===== src/sv/lsfr_pkg.sv =====
// Shared types, constants and helpers for the LIN slave frame responder.
package lsfr_pkg;

  localparam logic [7:0] SYNC_BYTE     = 8'h55;
  localparam int         RESP_LEN      = 3;
  localparam int         QUEUE_DEPTH   = 6;
  localparam int         QCNT_W        = $clog2(QUEUE_DEPTH + 1);
  localparam logic [3:0] MIN_RX_LEN    = 4'd1;
  localparam logic [3:0] MAX_RX_LEN    = 4'd8;

  // Event kinds carried on the input tuser bit.
  localparam logic REQ_BREAK = 1'b0;
  localparam logic REQ_BYTE  = 1'b1;

  // Configuration register indexes.
  localparam logic [1:0] CFG_RX_FRAME_ID    = 2'd0;
  localparam logic [1:0] CFG_TX_FRAME_ID    = 2'd1;
  localparam logic [1:0] CFG_RX_DATA_LENGTH = 2'd2;

  localparam logic [5:0] RX_FRAME_ID_RST    = 6'd45;
  localparam logic [5:0] TX_FRAME_ID_RST    = 6'd44;
  localparam logic [3:0] RX_DATA_LENGTH_RST = 4'd3;
  localparam logic [7:0] RESP_FIRST_RST     = 8'd1;
  localparam logic [7:0] RESP_SECOND_RST    = 8'd2;

  typedef struct packed {
    logic       last;
    logic [7:0] data;
  } resp_entry_t;

  // Protected ID: the six ID bits plus the two LIN parity bits.
  function automatic logic [7:0] protect_id(input logic [5:0] id);
    logic p0;
    logic p1;
    p0 = id[0] ^ id[1] ^ id[2] ^ id[4];
    p1 = ~(id[1] ^ id[3] ^ id[4] ^ id[5]);
    return {p1, p0, id};
  endfunction

  // Add with end-around carry, as used by the LIN checksum.
  function automatic logic [7:0] fold_add(input logic [7:0] a, input logic [7:0] b);
    logic [8:0] s;
    s = {1'b0, a} + {1'b0, b};
    if (s > 9'd255) begin
      s = s - 9'd255;
    end
    return s[7:0];
  endfunction

endpackage


===== src/sv/lin_slave_frame_responder_unit.sv =====
// LIN slave frame responder: header tracking, receive counting and response generation.
// A break or received-byte event can be accepted every cycle while in_tready is high.
// A break while idle starts a header, a sync byte 0x55 must follow, and the protected ID
// that follows either opens a receive frame of rx_data_length (clamped to 1..8) data
// bytes plus a checksum, or triggers a three-byte response (two data bytes and an
// enhanced checksum); any other ID ends the header. Response bytes leave through a
// six-entry output queue, one per cycle while out_tready is high; the input is held
// off only while the queue cannot take another full response. Configuration writes are
// applied at once and should be made while no frame is in progress.
module lin_slave_frame_responder_unit
  import lsfr_pkg::*;
(
  input  logic       clk,
  input  logic       rst_n,
  // Input events
  input  logic       in_tvalid,
  output logic       in_tready,
  input  logic [7:0] in_tdata,   // [7:0] rx_byte
  input  logic       in_tuser,   // [0] req_type
  // Response bytes
  output logic       out_tvalid,
  input  logic       out_tready,
  output logic [7:0] out_tdata,  // [7:0] tx_byte
  output logic       out_tlast,  // last_of_response
  // Configuration
  input  logic       cfg_we,
  input  logic [1:0] cfg_addr,
  input  logic [5:0] cfg_wdata
);

  typedef enum logic [1:0] {
    ST_IDLE,
    ST_WAIT_SYNC,
    ST_WAIT_PID,
    ST_RECEIVE
  } frame_state_t;

  frame_state_t state_r, state_nxt;
  logic        break_en_r, break_en_nxt;
  logic [3:0]  data_cnt_r, data_cnt_nxt;
  logic [7:0]  resp_first_r, resp_first_nxt;
  logic [7:0]  resp_second_r, resp_second_nxt;
  logic [5:0]  rx_id_r;
  logic [5:0]  tx_id_r;
  logic [3:0]  rx_len_r;

  resp_entry_t         q_r   [QUEUE_DEPTH];
  resp_entry_t         q_nxt [QUEUE_DEPTH];
  logic [QCNT_W-1:0]   q_cnt_r, q_cnt_nxt;
  logic [QCNT_W-1:0]   q_base;

  logic       in_acc;
  logic       out_acc;
  logic       resp_push;
  logic [7:0] rx_pid;
  logic [7:0] tx_pid;
  logic [7:0] sum1;
  logic [7:0] chk;
  logic [3:0] len_eff;
  logic [3:0] cnt_inc;

  assign in_tready  = (q_cnt_r <= QCNT_W'(QUEUE_DEPTH - RESP_LEN)) ||
                      ((q_cnt_r == QCNT_W'(QUEUE_DEPTH - RESP_LEN + 1)) && out_tready);
  assign in_acc     = in_tvalid && in_tready;
  assign out_tvalid = (q_cnt_r != '0);
  assign out_acc    = out_tvalid && out_tready;
  assign out_tdata  = q_r[0].data;
  assign out_tlast  = q_r[0].last;

  assign rx_pid  = protect_id(rx_id_r);
  assign tx_pid  = protect_id(tx_id_r);
  assign sum1    = fold_add(in_tdata, resp_first_r);
  assign chk     = ~fold_add(sum1, resp_second_r);
  assign cnt_inc = data_cnt_r + 4'd1;

  always_comb begin
    if (rx_len_r < MIN_RX_LEN) begin
      len_eff = MIN_RX_LEN;
    end else if (rx_len_r > MAX_RX_LEN) begin
      len_eff = MAX_RX_LEN;
    end else begin
      len_eff = rx_len_r;
    end
  end

  // Frame state machine, evaluated once per accepted event.
  always_comb begin
    state_nxt       = state_r;
    break_en_nxt    = break_en_r;
    data_cnt_nxt    = data_cnt_r;
    resp_first_nxt  = resp_first_r;
    resp_second_nxt = resp_second_r;
    resp_push       = 1'b0;
    if (in_acc) begin
      if (in_tuser == REQ_BREAK) begin
        if (break_en_r) begin
          state_nxt    = ST_WAIT_SYNC;
          data_cnt_nxt = '0;
          break_en_nxt = 1'b0;
        end
      end else begin
        case (state_r)
          ST_WAIT_SYNC: begin
            if (in_tdata == SYNC_BYTE) begin
              state_nxt = ST_WAIT_PID;
            end else begin
              state_nxt    = ST_IDLE;
              break_en_nxt = 1'b1;
            end
          end
          ST_WAIT_PID: begin
            if (in_tdata == rx_pid) begin
              state_nxt    = ST_RECEIVE;
              data_cnt_nxt = '0;
            end else if (in_tdata == tx_pid) begin
              resp_push       = 1'b1;
              resp_first_nxt  = resp_first_r + 8'd1;
              resp_second_nxt = resp_second_r + 8'd1;
              data_cnt_nxt    = '0;
              state_nxt       = ST_IDLE;
              break_en_nxt    = 1'b1;
            end else begin
              state_nxt    = ST_IDLE;
              break_en_nxt = 1'b1;
            end
          end
          ST_RECEIVE: begin
            data_cnt_nxt = cnt_inc;
            // The frame ends after the data bytes and the checksum byte.
            if ({1'b0, cnt_inc} >= ({1'b0, len_eff} + 5'd1)) begin
              data_cnt_nxt = '0;
              state_nxt    = ST_IDLE;
              break_en_nxt = 1'b1;
            end
          end
          default: begin
            state_nxt = state_r;
          end
        endcase
      end
    end
  end

  // Output queue: shift toward the head on a pop, append a response at the tail.
  always_comb begin
    q_base = q_cnt_r - QCNT_W'(out_acc);
    for (int i = 0; i < QUEUE_DEPTH; i++) begin
      if (out_acc && (i < QUEUE_DEPTH - 1)) begin
        q_nxt[i] = q_r[(i < QUEUE_DEPTH - 1) ? i + 1 : i];
      end else begin
        q_nxt[i] = q_r[i];
      end
      if (resp_push) begin
        if (q_base == QCNT_W'(i)) begin
          q_nxt[i] = '{last: 1'b0, data: resp_first_r};
        end else if (q_base + QCNT_W'(1) == QCNT_W'(i)) begin
          q_nxt[i] = '{last: 1'b0, data: resp_second_r};
        end else if (q_base + QCNT_W'(2) == QCNT_W'(i)) begin
          q_nxt[i] = '{last: 1'b1, data: chk};
        end
      end
    end
    q_cnt_nxt = q_base + (resp_push ? QCNT_W'(RESP_LEN) : '0);
  end

  always_ff @(posedge clk) begin
    if (!rst_n) begin
      state_r       <= ST_IDLE;
      break_en_r    <= 1'b1;
      data_cnt_r    <= '0;
      resp_first_r  <= RESP_FIRST_RST;
      resp_second_r <= RESP_SECOND_RST;
      q_cnt_r       <= '0;
    end else begin
      state_r       <= state_nxt;
      break_en_r    <= break_en_nxt;
      data_cnt_r    <= data_cnt_nxt;
      resp_first_r  <= resp_first_nxt;
      resp_second_r <= resp_second_nxt;
      q_cnt_r       <= q_cnt_nxt;
    end
  end

  always_ff @(posedge clk) begin
    for (int i = 0; i < QUEUE_DEPTH; i++) begin
      q_r[i] <= q_nxt[i];
    end
  end

  always_ff @(posedge clk) begin
    if (!rst_n) begin
      rx_id_r  <= RX_FRAME_ID_RST;
      tx_id_r  <= TX_FRAME_ID_RST;
      rx_len_r <= RX_DATA_LENGTH_RST;
    end else if (cfg_we) begin
      case (cfg_addr)
        CFG_RX_FRAME_ID:    rx_id_r  <= cfg_wdata;
        CFG_TX_FRAME_ID:    tx_id_r  <= cfg_wdata;
        CFG_RX_DATA_LENGTH: rx_len_r <= cfg_wdata[3:0];
        default: begin
          rx_len_r <= rx_len_r;
        end
      endcase
    end
  end

  // Break detection is armed exactly when no header or frame is in progress.
  a_break_en_idle: assert property (@(posedge clk) disable iff (!rst_n)
    break_en_r == (state_r == ST_IDLE))
    else $error("break enable out of step with frame state");

  a_q_bound: assert property (@(posedge clk) disable iff (!rst_n)
    q_cnt_r <= QCNT_W'(QUEUE_DEPTH))
    else $error("output queue overflow");

  a_q_count: assert property (@(posedge clk) disable iff (!rst_n)
    $past(rst_n) |-> ({1'b0, q_cnt_r} == {1'b0, $past(q_cnt_r)}
                      + ($past(resp_push) ? (QCNT_W + 1)'(RESP_LEN) : '0)
                      - (QCNT_W + 1)'($past(out_acc))))
    else $error("output queue count mismatch");

  a_data_cnt: assert property (@(posedge clk) disable iff (!rst_n)
    data_cnt_r <= MAX_RX_LEN)
    else $error("receive byte count out of range");

endmodule

===== config.mk =====
export PLATFORM = sky130hd
export DESIGN_NAME = lin_slave_frame_responder_unit
export DESIGN_NICKNAME = d
export VERILOG_FILES = /design/src/sv/lsfr_pkg.sv /design/src/sv/lin_slave_frame_responder_unit.sv
export SDC_FILE = /design/constraint.sdc
export NUM_CORES = 1
export LEC_CHECK = 0
export ABC_AREA = 1
export BUFFER_PORTS_ARGS = -buffer_cell sky130_fd_sc_hd__buf_2
export CAP_MARGIN = 15
export CORE_ASPECT_RATIO = 0.7
export CORE_MARGIN = 4
export CORE_UTILIZATION = 25
export DETAILED_ROUTE_END_ITERATION = 8
export SLEW_MARGIN = 20
export SYNTH_ARGS = -nofsm -noshare
export SYNTH_HDL_FRONTEND = slang
export SYNTH_SLANG_ARGS = --single-unit

===== constraint.sdc =====
create_clock -name clk -period 5.57 [get_ports clk]
set_input_delay 0.557 -clock clk [delete_from_list [all_inputs] [get_ports clk]]
set_output_delay 0.557 -clock clk [all_outputs]
set_load 0.03 [all_outputs]

; ---- Word level (Yosys, flattened, before mapping)
; Memories as Yosys holds them, arrays and structs flattened.
; Cells that the tools add are included.
[totals]
regBits = 42
latch_bits = 0
ram_bits = 54
mem_bits_ro = 0
in_bits = 22
out_inout_bits = 11
wordCells = 147
n_memories = 1
[mem_list]
columns = name, words, word_bits, read_ports, rd_clocked_by_memory_dff, write_ports, line
row1 = q_r, 6, 9, 6, 0, 6, lin_slave_frame_responder_unit.sv:47  ; resp_entry_t q_r [QUEUE_DEPTH];
[classes]
add_sub_neg = 12
n_mul = 0
div = 0
n_lt_le_gt_ge = 6
eq_ne = 30
n_shift = 0
mux = 56
n_bitwise = 16
n_reduce_logical = 17
[ops]
columns = cell, n
row1 = 9-bit two-way mux, 29
row2 = 4-bit two-way mux, 7
row3 = "3-bit == test, second input constant", 7
row4 = 8-bit by 8-bit adder with 9-bit output, 2
row5 = "3-bit by 2-bit == test with 1-bit output, second input constant", 6
row6 = "9-bit by 8-bit greater-than comparator with 1-bit output, second input constant", 2
row7 = "8-bit by 1-bit adder with 8-bit output, second input constant", 2
row8 = 8-bit == test, 2
row9 = 8-bit two-way mux, 2
row10 = "8-bit subtractor, second input constant", 2
row11 = 2-bit two-way mux, 6
row12 = 1-bit XOR, 12
row13 = 5-bit AND reduction, 2
row14 = "3-bit by 1-bit == test with 1-bit output, second input constant", 3
row15 = 3-bit zero test, 3
row16 = 1-bit two-way mux, 9
row17 = "3-bit inequality test, second input constant", 3
row18 = "8-bit by 7-bit == test with 1-bit output, second input constant", 1
row19 = 8-bit NOT, 1
row20 = 4-bit case mux with 2 select lines, 1
row21 = 4-bit AND reduction, 2
row22 = "2-bit == test, second input constant", 3
row23 = 2-bit case mux with 3 select lines, 1
row24 = 2-bit AND reduction, 3
row25 = other kinds (21), 26

; ---- Logic depth before layout (Yosys ltp)
[logic_depth]
word_depth = 12
mapped_depth = 35
mapped_depth_nobuf = 35

; ---- Worst setup path before layout
; No wires, ideal clock.
[synth_path]
kind = input to register
startpoint = in in_tdata[0]
endpoint = mem q_r[5][3] in the netlist's numbering (data pin)
setup_time_ps = 266
arrival_ps = 4381
required_time_ps = 5304
setup_slack_ps = 923
stages = 24
path_buffers = 0
path_cell_list = ha_1 -> fa_1 -> xor2_1 -> inv_1 -> nor2_1 -> nand2_1 -> nor2_1 -> nand4_2 -> nand2_1 -> xor2_1 -> ha_1 -> inv_1 -> fa_1 -> inv_1 -> ha_1 -> inv_1 -> nor2_1 -> nand3_1 -> nor2_1 -> nand2_2 -> nand3_2 -> nand3_1 -> o211ai_1 -> o21ai_0
[synth_rtl]
columns = item, line
row1 = from (decl), lin_slave_frame_responder_unit.sv:18  ; input logic [7:0] in_tdata,
row2 = to (decl), lin_slave_frame_responder_unit.sv:47

==> results.py <==
metrics = {
    "critical_path": {
        "worst-setup-path-type": "flop to flop",
        "cp_max_fo": 7,
        "crit_required_ns": 5.75,
        "endpoint_kind": "flop",
        "crit_arrival_ns": 5.20,
        "cp-start-kind": "flop",
    },
    "drt": {
        "drcViolationCount": 0,
        "dr.pass1.iters": 6,
        "vias": 8038,
        "routedWlPerCell_um": 14.2,
        "drt_iter0_markers": 811,
        "vias_per_cell": 4.74,
        "final_antenna_net_count": 0,
        "drt_wl_total_um": 24100,
    },
    "floorplanning": {
        "core_um2": 30200,
        "rows": 53,
        "ios": 33,
        "die_h_um": 155,
        "die_area_um2": 33700,
        "start_util_pct": 25.5,
        "die_x_um": 218,
    },
    "global_routing": {
        "overflow": 0,
        "grt_start_max_net_pins": 84,
        "antenna_found_initial": 0,
        "track_usage_pct": 14.3,
        "grt_pass1_vias": 7394,
        "grt_first_pass_wirelength_um": 39100,
    },
    "power": {
        "switching_share_pct": 50.5,
        "p_comb_share_pct": 59.5,
        "clkPwrFrac_pct": 16.9,
        "powerDensity_nw_per_um2": 484,
        "internal_power_mw": 2.05,
        "ir_drop_mv": 0.908,
        "total_power_mw": 4.15,
        "switchingPower_mw": 2.09,
        "seq_power_share_pct": 23.6,
        "p_leak_nw": 4.24,
    },
    "layout": {
        "final_cell_mix": "421 x nand2_1, 152 x inv_1, 110 x nand3_1",
        "layout.nets": 1337,
        "n_antenna_cell": 0,
        "finalInstanceArea_um2": 8570,
        "final_common_cell": "nand2_1",
        "area_growth_pct": 11.2,
        "drive_gt1_share_pct": 7.25,
        "utilization_pct": 28.4,
    },
    "clocking": {
        "clk_pin_slew_ns": 0.08,
        "root_buffer": "clkbuf_16",
        "postCtsSetupBuffers": 0,
        "cts_buffers": 9,
        "hold_buffers": 0,
        "clk_latency_ns": 0.36,
        "clock-sinks": 96,
        "cts.path.max_buffers": 2,
        "cts_resized": 0,
        "htreeDepth": 3,
        "cts_tree": "yes",
    },
    "timing": {
        "finalHoldViolCount": 0,
        "fmax_ghz": 0.199,
        "period_share_pct": 90.2,
        "whs_ns": 0.428,
        "relSlewSlack_pct": 38.5,
        "clock_skew_ns": 0.0128,
        "finalSetupTns_ns": 0,
        "rsz0062_at_grt": "no",
        "fin_crit_ns": 5.03,
        "setup_viol": 0,
        "worstMarginPinSlew_ns": 0.922,
        "drv_slew": 0,
    },
    "logic_synthesis": {
        "syn_inst": 1269,
        "synth-seq-cells": 96,
        "synth.cell_area_um2": 7710,
        "synth_edf_count": 9,
        "synthArstFlopShare_pct": 0,
        "yosysWarnings": 0,
        "syn_area_per_cell_um2": 6.07,
        "synth_cell_types": 48,
        "yosysSeqAreaShare_pct": 26.1,
        "synthFlopType": "dfxtp_1",
        "synth_nets": 1328,
    },
    "place": {
        "dp_hpwl_um": 17100,
        "port_buffers": 32,
        "gp_congestion": 0.896,
        "dpl_cell_area_um2": 8250,
    },
    "run_status": {
        "outcome": "finished, final reports clean",
    },
    "flow_run": {
        "maxCapViolCount": 0,
    },
    "min_path": {
        "hold_class": "input pin to flop",
    },
}
[cells in the mapped netlist (2+ instances only)]
master | instances | area [µm²]
buf_4 | 4 | 30.0
a21oi_2 | 2 | 17.5
a31oi_1 | 2 | 12.5
nor2_1 | 88 | 330
nand2_1 | 422 | 1580
o22ai_1 | 3 | 18.8
clkinv_1 | 4 | 15.0
nor3_1 | 13 | 65.1
a21boi_1 | 2 | 15.0
inv_1 | 152 | 571
o21bai_1 | 6 | 45.0
nand3_1 | 110 | 551
nor2_2 | 2 | 12.5
nor3b_1 | 2 | 15.0
o21a_1 | 2 | 15.0
nor4_1 | 5 | 31.3
nand3_2 | 8 | 80.1
or2_2 | 7 | 43.8
fa_1 | 3 | 60.1
xnor2_1 | 14 | 123
mux2i_1 | 3 | 30.0
xor2_1 | 24 | 210
nand4_1 | 7 | 43.8
ha_1 | 34 | 425
a21oi_1 | 80 | 400
dfxtp_1 | 87 | 1740
buf_1 | 4 | 15.0
o21ai_1 | 3 | 15.0
nand2_2 | 7 | 43.8
a211oi_1 | 3 | 22.5
buf_2 | 9 | 45.0
clkbuf_1 | 25 | 93.8
edfxtp_1 | 9 | 270
o21ai_0 | 99 | 495
o211ai_1 | 8 | 60.1
buf_6 | 4 | 45.0
[per-layer routing]
| metal | wire length [µm] | vias to the layer above | global-route usage [%] |
|---|---|---|---|
| li1 | - | 4103 | - |
| met1 | 11900 | 3630 | 21.2 |
| met2 | 9820 | 272 | 21.0 |
| met3 | 2020 | 33 | 2.66 |
| met4 | 431 | 0 | 4.09 |
| met5 | 0 | - | 0 |
[critical path: stages, from the launching register on]
cell     delay [ns]
dfxtp_1        0.38
ha_1           0.23
fa_1           0.40
xor2_1         0.31
inv_1          0.11
nor2_1         0.16
nand2_1        0.10
nor2_1         0.17
nand4_2        0.20
nand2_1        0.26
xor2_1         0.19
ha_1           0.19
inv_1          0.06
fa_1           0.39
inv_1          0.12
nand2_1        0.10
nand2_1        0.07
nand3_1        0.06
nand2_1        0.11
nand3_1        0.13
nor2_2         0.14
nand3_2        0.16
o21ai_2        0.43
o21ai_0        0.12
o21ai_0        0.25
[power by group through the flow]
stage / Combinational, mW / Clock (mW) / Sequential (mW)
3_3_place_gp: 2.36 / 0 / 0.989
3_5_place_dp: 2.40 / 0 / 0.991
2_1_floorplan: 1.72 / 0 / 1.02
4_1_cts: 2.42 / 0.719 / 0.976
6_report: 2.47 / 0.701 / 0.977
5_1_grt: 2.77 / 0.744 / 0.995
[path summary, 6_finish.rpt]
| kind | start | depth (start not counted) | slack [ns] | endpoint |
|---|---|---|---|---|
| hold / removal | cfg_wdata[5] | 3 | 0.43 | rx_id_r[5]$_SDFFE_PN1P_ |
| hold reg to reg | break_en_r$_SDFFE_PN1P_ | 2 | 0.49 | break_en_r$_SDFFE_PN1P_ |
| setup reg to reg | resp_first_r[0]$_SDFFE_PN1P_ | 24 | 0.54 | q_r[5][7]$_DFFE_PP_ |
| setup / recovery | resp_first_r[0]$_SDFFE_PN1P_ | 24 | 0.54 | q_r[5][7]$_DFFE_PP_ |
[state kept, by name, summed over array words and instances (netlist names)]
name / cells
q_r: 54
rx_len_r: 4
state_r: 2
break_en_r: 1
q_cnt_r: 3
data_cnt_r: 4
rx_id_r: 6
resp_first_r: 8
resp_second_r: 8
tx_id_r: 6
[area by class of cell]
class | instances | area, µm²
clock buffers | 11 | 254
clock inverters | 5 | 67.6
fillers | 3392 | 21600
inverters | 157 | 589
multi-input cells | 970 | 4880
flip-flops and latches | 96 | 2010
well taps | 412 | 515
repair buffers | 44 | 250
[logic make-up (layout without fill, tap and decap cells)]
group	after synthesis	count (layout)	share of synthesized area, %
AO/OA/AOI/OAI	213	213	14.8
buffers and inverters	203	217	10.6
multiplexers	3	3	0.390
adder cells (fa/ha/maj)	37	37	6.30
XOR/XNOR	38	38	4.32
flip-flops	96	96	26.1
AND/OR/NAND/NOR	679	679	37.5
[metrics by stage]
stage,setup WS (ns),cells
floorplan,0.923,1269
global placement,0.376,1679
detailed placement,0.266,1679
CTS,0.562,1695
global route,0.0499,1695
finish,0.544,1695
(Power assumes the default switching activity.)
